[src/design/tsq_pkg.sv]
package tsq_pkg;

  // operation codes carried by an input beat
  typedef enum logic [1:0] {
    OP_INSERT = 2'd0,
    OP_REMOVE = 2'd1,
    OP_FIND   = 2'd2,
    OP_NONE   = 2'd3
  } opcode_t;

  // result status codes
  typedef enum logic [1:0] {
    ST_OK        = 2'd0,
    ST_FULL      = 2'd1,
    ST_NOT_FOUND = 2'd2,
    ST_UNUSED    = 2'd3
  } status_t;

  localparam int STAMP_W = 31;
  localparam int ID_W    = 8;
  localparam int POS_W   = 4;
  localparam int OCC_W   = 5;

  // command broadcast to every cell for one operation
  typedef struct packed {
    logic               ins;
    logic               rem;
    logic [STAMP_W-1:0] stamp;
    logic [ID_W-1:0]    own;
    logic [ID_W-1:0]    peer;
  } cell_cmd_t;

  // flags rippling from cell i to cell i+1
  typedef struct packed {
    logic ahead;       // new request orders before this entry, or this cell is empty
    logic seen;        // a remove match occurred at or below this cell
    logic own_found;   // own id seen at or below this cell
    logic peer_found;  // peer id seen at or below this cell
  } cell_link_t;

endpackage

[src/design/tsq_cell.sv]
module tsq_cell
  import tsq_pkg::*;
#(
  parameter int IDX_W = 4,
  parameter int IDX   = 0
) (
  input  logic               clk,
  input  cell_cmd_t          cmd,
  input  logic               occ,
  input  logic [STAMP_W-1:0] prev_stamp,
  input  logic [ID_W-1:0]    prev_owner,
  input  logic [STAMP_W-1:0] next_stamp,
  input  logic [ID_W-1:0]    next_owner,
  input  cell_link_t         link_in,
  input  logic [IDX_W-1:0]   own_pos_in,
  input  logic [IDX_W-1:0]   peer_pos_in,
  output cell_link_t         link_out,
  output logic [IDX_W-1:0]   own_pos_out,
  output logic [IDX_W-1:0]   peer_pos_out,
  output logic [STAMP_W-1:0] stamp,
  output logic [ID_W-1:0]    owner
);

  localparam logic [IDX_W-1:0] MY_IDX = IDX_W'(IDX);

  logic new_first;
  logic own_hit;
  logic peer_hit;
  logic before_here;

  // compare the held entry with the request and both ids
  always_comb begin
    if (cmd.stamp != stamp) begin
      new_first = cmd.stamp < stamp;
    end else begin
      new_first = cmd.own < owner;
    end
    before_here = !occ || new_first;
    own_hit     = occ && (owner == cmd.own);
    peer_hit    = occ && (owner == cmd.peer);
  end

  // chain outputs toward the next cell
  always_comb begin
    link_out.ahead      = before_here;
    link_out.seen       = link_in.seen || own_hit;
    link_out.own_found  = link_in.own_found || own_hit;
    link_out.peer_found = link_in.peer_found || peer_hit;
    own_pos_out         = own_hit ? MY_IDX : own_pos_in;
    peer_pos_out        = peer_hit ? MY_IDX : peer_pos_in;
  end

  // entry storage: keep, take the new request, or shift from a neighbor
  always_ff @(posedge clk) begin
    if (cmd.ins) begin
      if (link_in.ahead) begin
        stamp <= prev_stamp;
        owner <= prev_owner;
      end else if (before_here) begin
        stamp <= cmd.stamp;
        owner <= cmd.own;
      end
    end else if (cmd.rem && (link_in.seen || own_hit)) begin
      stamp <= next_stamp;
      owner <= next_owner;
    end
  end

endmodule

[src/design/timestamp_ordered_request_queue.sv]
// Sorted request queue of up to QUEUE_DEPTH (stamp, id) entries kept in
// ascending stamp order, ties by lower id, as a row of cells that each hold one
// entry and shift left or right together. Insert, remove and find are decided
// combinationally in the cell row; the result is registered, so one beat is
// accepted per cycle while the result side keeps up, and in_ready drops only
// while a result waits on out_ready. An insert into a full queue is dropped
// with status full; a remove of an absent id gives status not found; find
// reports the last position of each id. Positions and occupancy are the low
// bits of the internal values. No clearing pass after reset.
module timestamp_ordered_request_queue
  import tsq_pkg::*;
#(
  parameter int QUEUE_DEPTH = 16
) (
  input  logic               clk,
  input  logic               rst,
  input  logic               in_valid,
  output logic               in_ready,
  input  logic [1:0]         opcode,
  input  logic [STAMP_W-1:0] stamp,
  input  logic [ID_W-1:0]    own_id,
  input  logic [ID_W-1:0]    peer_id,
  output logic               out_valid,
  input  logic               out_ready,
  output logic [1:0]         status,
  output logic               own_found,
  output logic [POS_W-1:0]   own_position,
  output logic               peer_found,
  output logic [POS_W-1:0]   peer_position,
  output logic [OCC_W-1:0]   occupancy
);

  localparam int IDX_W = $clog2(QUEUE_DEPTH);
  localparam int CNT_W = $clog2(QUEUE_DEPTH + 1);
  localparam logic [CNT_W-1:0] FULL_CNT = CNT_W'(QUEUE_DEPTH);

  logic [CNT_W-1:0] count;
  logic [CNT_W-1:0] count_next;
  logic             fire;
  logic             full;
  opcode_t          op;
  cell_cmd_t        cmd;

  logic [STAMP_W-1:0] cell_stamp [QUEUE_DEPTH];
  logic [ID_W-1:0]    cell_owner [QUEUE_DEPTH];
  cell_link_t         link       [QUEUE_DEPTH+1];
  logic [IDX_W-1:0]   own_pos    [QUEUE_DEPTH+1];
  logic [IDX_W-1:0]   peer_pos   [QUEUE_DEPTH+1];

  logic [1:0]           status_next;
  logic [IDX_W+POS_W-1:0] own_pos_ext;
  logic [IDX_W+POS_W-1:0] peer_pos_ext;
  logic [CNT_W+OCC_W-1:0] count_ext;

  assign in_ready = !out_valid || out_ready;
  assign fire     = in_valid && in_ready;
  assign op       = opcode_t'(opcode);
  assign full     = (count == FULL_CNT);

  // command to the cell row
  always_comb begin
    cmd.ins   = fire && (op == OP_INSERT) && !full;
    cmd.rem   = fire && (op == OP_REMOVE);
    cmd.stamp = stamp;
    cmd.own   = own_id;
    cmd.peer  = peer_id;
  end

  // chain head
  assign link[0]     = '0;
  assign own_pos[0]  = '0;
  assign peer_pos[0] = '0;

  // cell row
  for (genvar i = 0; i < QUEUE_DEPTH; i++) begin : g_cell
    logic [STAMP_W-1:0] p_stamp;
    logic [ID_W-1:0]    p_owner;
    logic [STAMP_W-1:0] n_stamp;
    logic [ID_W-1:0]    n_owner;
    logic               occ;

    if (i == 0) begin : g_first
      assign p_stamp = '0;
      assign p_owner = '0;
    end else begin : g_mid
      assign p_stamp = cell_stamp[i-1];
      assign p_owner = cell_owner[i-1];
    end
    if (i == QUEUE_DEPTH - 1) begin : g_last
      assign n_stamp = '0;
      assign n_owner = '0;
    end else begin : g_rest
      assign n_stamp = cell_stamp[i+1];
      assign n_owner = cell_owner[i+1];
    end
    assign occ = (CNT_W'(i) < count);

    tsq_cell #(
      .IDX_W (IDX_W),
      .IDX   (i)
    ) u_cell (
      .clk          (clk),
      .cmd          (cmd),
      .occ          (occ),
      .prev_stamp   (p_stamp),
      .prev_owner   (p_owner),
      .next_stamp   (n_stamp),
      .next_owner   (n_owner),
      .link_in      (link[i]),
      .own_pos_in   (own_pos[i]),
      .peer_pos_in  (peer_pos[i]),
      .link_out     (link[i+1]),
      .own_pos_out  (own_pos[i+1]),
      .peer_pos_out (peer_pos[i+1]),
      .stamp        (cell_stamp[i]),
      .owner        (cell_owner[i])
    );
  end

  // fill count and status
  always_comb begin
    count_next  = count;
    status_next = ST_OK;
    unique case (op)
      OP_INSERT: begin
        if (full) begin
          status_next = ST_FULL;
        end else begin
          count_next = count + 1'b1;
        end
      end
      OP_REMOVE: begin
        if (link[QUEUE_DEPTH].seen) begin
          count_next = count - 1'b1;
        end else begin
          status_next = ST_NOT_FOUND;
        end
      end
      OP_FIND, OP_NONE: begin
        count_next = count;
      end
      default: begin
        count_next = count;
      end
    endcase
  end

  assign own_pos_ext  = {{POS_W{1'b0}}, own_pos[QUEUE_DEPTH]};
  assign peer_pos_ext = {{POS_W{1'b0}}, peer_pos[QUEUE_DEPTH]};
  assign count_ext    = {{OCC_W{1'b0}}, count_next};

  // control state
  always_ff @(posedge clk) begin
    if (rst) begin
      count     <= '0;
      out_valid <= 1'b0;
    end else begin
      if (fire) begin
        count     <= count_next;
        out_valid <= 1'b1;
      end else if (out_ready) begin
        out_valid <= 1'b0;
      end
    end
  end

  // result register
  always_ff @(posedge clk) begin
    if (fire) begin
      status    <= status_next;
      occupancy <= count_ext[OCC_W-1:0];
      if (op == OP_FIND) begin
        own_found     <= link[QUEUE_DEPTH].own_found;
        own_position  <= link[QUEUE_DEPTH].own_found ? own_pos_ext[POS_W-1:0] : '0;
        peer_found    <= link[QUEUE_DEPTH].peer_found;
        peer_position <= link[QUEUE_DEPTH].peer_found ? peer_pos_ext[POS_W-1:0] : '0;
      end else begin
        own_found     <= 1'b0;
        own_position  <= '0;
        peer_found    <= 1'b0;
        peer_position <= '0;
      end
    end
  end

endmodule

[config.mk]
export PLATFORM = sky130hd
export DESIGN_NAME = timestamp_ordered_request_queue
export DESIGN_NICKNAME = d
export VERILOG_FILES = /design/src/design/tsq_pkg.sv /design/src/design/tsq_cell.sv /design/src/design/timestamp_ordered_request_queue.sv
export SDC_FILE = /design/constraint.sdc
export NUM_CORES = 2
export LEC_CHECK = 0
export BUFFER_PORTS_ARGS = -buffer_cell sky130_fd_sc_hd__buf_2
export CAP_MARGIN = 20
export CELL_PAD_IN_SITES_DETAIL_PLACEMENT = 0
export CELL_PAD_IN_SITES_GLOBAL_PLACEMENT = 1
export CORE_ASPECT_RATIO = 0.5
export CORE_MARGIN = 2
export CORE_UTILIZATION = 40
export CTS_BUF_LIST = sky130_fd_sc_hd__clkbuf_4
export CTS_CLUSTER_SIZE = 14
export DETAILED_ROUTE_END_ITERATION = 7
export PLACE_DENSITY_LB_ADDON = 0.1
export SYNTH_ARGS = -nofsm -noshare
export SYNTH_HDL_FRONTEND = slang
export SYNTH_SLANG_ARGS = --single-unit
[constraint.sdc]
create_clock -name clk -period 5.9 [get_ports clk]
set_input_delay 1.18 -clock clk [delete_from_list [all_inputs] [get_ports clk]]
set_output_delay 1.18 -clock clk [all_outputs]
set_load 0.005 [all_outputs]
[After elaboration in Yosys (flattened, before gate mapping)]
Index checks and enable logic that the tools add are counted.
W data, S select, Z words.
Operators by class
  add/sub/neg operators: 2
  order comparisons: 48
  eq/ne operators: 68
  mux-type cells: 180
  reduce and logical (&&, ||, !) cells: 154
Operators by type and width (count)
  $mux W31: 63
  $mux W8: 63
  $lt A31 B31 Y1: 16
  $ne A31 B31 Y1: 16
  $eq A8 B8 Y1: 32
  $lt A8 B8 Y1: 16
  $mux W4: 16
  $logic_and A1 B1 Y1: 52
  $logic_or A1 B1 Y1: 47
  $ne A3 B1 Y1 const B: 15
  $lt A4 B5 Y1 const A: 8
  $reduce_and A2 Y1: 18
  $reduce_bool A2 Y1: 17
  $mux W3: 8
  $mux W1: 21
  $lt A3 B5 Y1 const A: 4
  $logic_not A1 Y1: 18
  $pmux W5 S3: 1
  $lt A1 B5 Y1 const A: 2
  $lt A2 B5 Y1 const A: 2
  $mux W2: 5
  $mux W5: 2
  $add A5 B1 Y5 const B: 1
  $eq A5 B5 Y1 const B: 1
  other kinds (7): 8
Word-level totals
  register bits after elaboration: 647
  input bits: 53
  output and inout port bits: 19
  word-level logic and storage cells: 492

[Depth between registers and ports, before layout]
  depth in word-level cells: 20
  mapped depth: 13
  depth with buffers taken out: 10

[Modules after synthesis]
A second synthesis with hierarchy kept.
Unflattened totals
  cell total of the unflattened synthesis: 5534
  area, all modules: 52532.9 um^2
Modules (own cells, without submodules)
  tsq_cell (g_cell[0].u_cell ...): times used 11, cells each 338, area an instance 3195.6 um^2, sequential area each 1171.1 um^2
  tsq_cell (g_cell[11].u_cell ...): times used 4, cells each 338, area an instance 3235.6 um^2, sequential area each 1171.1 um^2
  tsq_cell (g_cell[15].u_cell): times used 1, cells each 338, area an instance 3189.3 um^2, sequential area each 1171.1 um^2
  timestamp_ordered_request_queue: times used 1, cells each 126, area an instance 1249.9 um^2, sequential area each 630.6 um^2

[Least setup slack after synthesis]
Ideal clock, no wire load.
  path type: in2reg
  start: input port stamp[0]
  end: register g_cell[0].u_cell.owner[0], enable pin
  setup time: 0.489 ns
  arrival: 5.673 ns
  required time: 5.411 ns
  slack: -0.263 ns
  stages: 9
  buffers on the path: 2
  cell sequence: clkbuf_1 -> inv_1 -> ha_1 -> nand3_1 -> a2111oi_0 -> a31o_2 -> a21oi_1 -> buf_2 -> o21ai_0
On the way
  cells in the longest elaborated chain, start to end: 5
  elaborated cells between the ends (all ways): 6
  classes of those cells: order compare: 1; eq/ne: 2; mux: 1; reduce/logical: 2
Ends and longest elaborated chain
  from (decl): line timestamp_ordered_request_queue.sv:20  | input logic [STAMP_W-1:0] stamp,
  $lt A31 B31 Y1 or $ne A31 B31 Y1 (tied branches): line tsq_cell.sv:34, tsq_cell.sv:33
  $mux W1 *: line tsq_cell.sv:33  | if (cmd.stamp != stamp) begin
  $logic_or A1 B1 Y1 *: line tsq_cell.sv:38  | before_here = !occ || new_first;
  $ne A2 B1 Y1 (no source line) *
  $reduce_and A2 Y1 (no source line) *
  to (signal assigned): line tsq_cell.sv:58  | owner <= prev_owner;
  to (signal assigned): line tsq_cell.sv:61  | owner <= cmd.own;
  to (signal assigned): line tsq_cell.sv:65  | owner <= next_owner;
  to (decl): line tsq_cell.sv:21  | output logic [ID_W-1:0] owner
Every way passes the cells marked *; elsewhere a longest branch is shown, timed or not.
A chain may end at the register's enable or synchronous reset.

[Final worst setup path]
  start: input port stamp[20]
  end: register g_cell[4].u_cell.stamp[15], data pin
On the way
  cells in the longest elaborated chain, start to end: 5
  elaborated cells between the ends (all ways): 6
  classes of those cells: order compare: 1; eq/ne: 1; mux: 3; reduce/logical: 1
Ends and longest elaborated chain
  $lt A31 B31 Y1 or $ne A31 B31 Y1 (tied branches): line tsq_cell.sv:34, tsq_cell.sv:33
  $mux W1 *: line tsq_cell.sv:33
  $logic_or A1 B1 Y1 *: line tsq_cell.sv:38
  $mux W31 *: line tsq_cell.sv:56  | if (link_in.ahead) begin
  $mux W31 *: line tsq_cell.sv:55  | if (cmd.ins) begin
  to (signal assigned): line tsq_cell.sv:57  | stamp <= prev_stamp;
  to (signal assigned): line tsq_cell.sv:60  | stamp <= cmd.stamp;
  to (signal assigned): line tsq_cell.sv:64  | stamp <= next_stamp;
  to (decl): line tsq_cell.sv:20  | output logic [STAMP_W-1:0] stamp,
Marked as above.

==> flow_metrics.tcl <==
set metrics [dict create \
    status "finished, final reports clean" \
    drt-initial-drc-count 3566 \
    worst_setup_path_start_kind "primary input" \
    layout_common_cells "edfxtp_1 (641), ha_1 (628), inv_1 (619), nand2_1 (579), o21ai_0 (533)" \
    number_of_antenna_violations_at_the_first_check_in_global_routing 5 \
    syn_avg_cell_area_um2 9.45 \
    dr.pass1.iters 5 \
    worstMarginPinSlew_ns 1.17 \
    proportion_of_register_bits_with_asynchronous_set_or_reset_after_synthesis_pct 0 \
    comb_power_share_pct 15.8 \
    post-route-period-util_pct 76.0 \
    routed-via-count 41200 \
    viasPerCell 5.70 \
    initial_core_util_pct 40.3 \
    power_frac_clock_pct 37.5 \
    ctsLongestPathBuffers 3 \
    filler_cell_count 12100 \
    detail_route.drc_violations 0 \
    io_buffers 71 \
    grt_first_pass_wirelength_um 259000 \
    path_class_of_the_lowest_slack_min_delay_path "primary input to register" \
    layout_cells_sized_above_1_pct 11.3 \
    antenna_violating_nets_post_route 0 \
    layout.cell_area.non_filler_um2 55400 \
    cp.arrival_ns 5.33 \
    synth_flop_cell "edfxtp_1" \
    num_io_pins 72 \
    cts_resized 0 \
    power.static_leakage_nw 23.1 \
    cts-htree-levels 4 \
    cts_inserted_buffers 174 \
    post_cts.repair.setup_buffers 0 \
    finClkSkew_ns 0.0692 \
    totalNegativeSetupSlack_ns 0 \
    max-slew-margin-rel_pct 21.5 \
    fp-row-count 91 \
    tritoncts "yes" \
    final-hold-violation-count 0 \
    clock_latency_ns 1.14 \
    cp_max_fo 27 \
    synth.cell_area_um2 49700 \
    cp_data_required_time_ns 6.75 \
    power.internal_mw 7.99 \
    synth-seq-cells 647 \
    power.switching_fraction_pct 30.3 \
    synth_edf_count 641 \
    path_class "primary input to register" \
    die-height_um 253 \
    area_delta_synth_final_pct 11.5 \
    yosysWarningCount 0 \
    finish.net_count 6101 \
    die_width_um 503 \
    postSynthCellCount 5259 \
    routabilityCongestion 0.907 \
    grt_max_degree 152 \
    worst_path_clk_slew_ns 0.06 \
    vdd.ir_drop.worst_mv 0.173 \
    synth_cell_types 72 \
    cts_root_buffer "clkbuf_4" \
    endpoint_kind "register" \
    hold_ws_ns 0.304 \
    coreArea_um2 123000 \
    setup_repair_after_global_routing_missed_its_margin "false" \
    dieArea_um2 127000 \
    global_route.overflow_total 0 \
    routed_wirelength_um 172000 \
    setup_violations 0 \
    post-route-min-period_ns 4.48 \
    dp.cells 6918 \
    cell_area_after_placement_um2 53200 \
    max_clock_freq_mhz 223 \
    cts.hold.buffers_added 0 \
    grt_util_all_layers_pct 26.9 \
    wire_per_inst_um 23.8 \
    power-per-cell-area_nw_per_um2 207 \
    post-layout-total-power_mw 11.5 \
    instances_no_fill 7228 \
    yosysSeqAreaShare_pct 39.0 \
    drv.max_cap_violation_count 0 \
    layout_commonest_cell "edfxtp_1" \
    vias_in_the_first_global_route 41000 \
    seq_power_share_pct 46.7 \
    p_sw_mw 3.46 \
    maxSlewViolCount 0 \
    syn_nets 5940 \
    dpl_wire_length_um 128000 \
    clkSinkCount 647 \
]
[layout make-up]
class,count,area [um^2],share of cell area (%)
Clock buffer,249,1870,3.37
Clock inverter,59,347,0.625
Sequential cell,647,19400,34.9
Timing Repair Buffer,272,2280,4.11
Multi-Input combinational cell,3706,27100,49.0
Tap cell,1674,2090,3.78
Antenna cell,2,5.00,0.00903
Inverter,619,2320,4.19
[synth_stat cells (7+ instances only)]
master / count / share of area (%)
and3_1: 12 / 0.15
o221ai_1: 38 / 0.67
nor2_1: 171 / 1.3
a21o_1: 47 / 0.71
xnor2_1: 58 / 1.0
nor4_1: 36 / 0.45
inv_1: 619 / 4.7
o2111ai_1: 7 / 0.12
or3_1: 47 / 0.59
o21ai_0: 534 / 5.4
edfxtp_1: 641 / 39
nand2_1: 580 / 4.4
o31ai_1: 51 / 0.77
a2111oi_0: 12 / 0.21
a21oi_1: 269 / 2.7
nor2b_1: 32 / 0.40
clkbuf_1: 165 / 1.2
o211ai_1: 21 / 0.32
buf_2: 90 / 0.91
o21bai_1: 12 / 0.18
nor3_1: 45 / 0.45
mux2i_1: 433 / 8.7
a31oi_1: 24 / 0.30
o221a_2: 39 / 0.88
a22oi_1: 38 / 0.57
nand3_1: 156 / 1.6
a211oi_1: 38 / 0.57
and4_1: 12 / 0.21
o21ai_1: 42 / 0.42
buf_1: 18 / 0.14
nand2b_1: 23 / 0.29
buf_4: 9 / 0.14
o21a_1: 23 / 0.35
xor2_1: 75 / 1.3
ha_1: 628 / 16
nand4_1: 121 / 1.5
[per-stage QoR]
| stage | utilization [%] | setup slack (ns) |
|---|---|---|
| floorplan | - | -0.0491 |
| global placement | 43.1 | 0.0521 |
| detailed placement | 43.1 | 0.391 |
| CTS | 44.9 | 1.71 |
| global route | 44.9 | 1.39 |
| finish | 44.9 | 1.42 |
[critical path, stage by stage]
cell and delay (ns):
buf_2 0.42, buf_4 0.26, buf_4 0.15, ha_1 0.15, nand4_1 0.24, nor2_1 0.19, nand4_1 0.46, a31oi_1 0.74
nor4_2 0.06, buf_4 0.21, nor3_4 0.50, buf_12 0.30, mux2i_1 0.24, o21ai_0 0.11
[cell families (layout without fill, tap and decap cells)]
| kind of cell | after synthesis | in the layout | share of synthesized area, % |
|---|---|---|---|
| buffers and inverters | 906 | 1199 | 7.21 |
| xor gates and xnor gates | 133 | 133 | 2.34 |
| AOI/OAI and AO/OA | 1258 | 1258 | 15.3 |
| adders and majority gates | 628 | 628 | 15.8 |
| and+or+nand+nor | 1254 | 1254 | 11.6 |
| DFF | 647 | 647 | 39.0 |
| other | 0 | 2 | 0 |
| muxes | 433 | 433 | 8.72 |
[power by group through the flow]
stage          Sequential, mW  Combinational (mW)  Clock, mW
3_3_place_gp             5.45                1.73          0
3_5_place_dp             5.45                1.78          0
4_1_cts                  5.35                1.79       4.42
6_report                 5.35                1.81       4.30
5_1_grt                  5.36                2.02       4.62
2_1_floorplan            5.40                1.09          0
[worst paths after layout]
path	from	to	slack, ns	cells past startpoint
hold reg to reg	out_valid$_SDFFE_PP0P_	out_valid$_SDFFE_PP0P_	0.52	2
setup / recovery	stamp[20]	g_cell[4].u_cell.stamp[15]$_DFFE_PP_	1.42	14
setup reg to reg	g_cell[3].u_cell.stamp[15]$_DFFE_PP_	g_cell[4].u_cell.stamp[15]$_DFFE_PP_	1.73	12
hold / removal	in_valid	out_valid$_SDFFE_PP0P_	0.30	3
[registers in the layout, indices dropped and copies added, names as in the netlist]
register,flops
occupancy,5
status,2
peer_position,4
own_found,1
peer_found,1
g_cell.u_cell.stamp,496
out_valid,1
own_position,4
g_cell.u_cell.owner,128
count,5
[layer usage]
| layer | up-vias | GRT usage, % | share of wire (%) |
|---|---|---|---|
| met5 | - | 0 | 0 |
| met4 | 0 | 6.72 | 1.9 |
| met3 | 227 | 4.80 | 7.0 |
| met2 | 1230 | 39.7 | 42 |
| met1 | 20200 | 40.2 | 49 |
| li1 | 19600 | - | - |
Note: power is estimated with default switching activity, not from simulation.
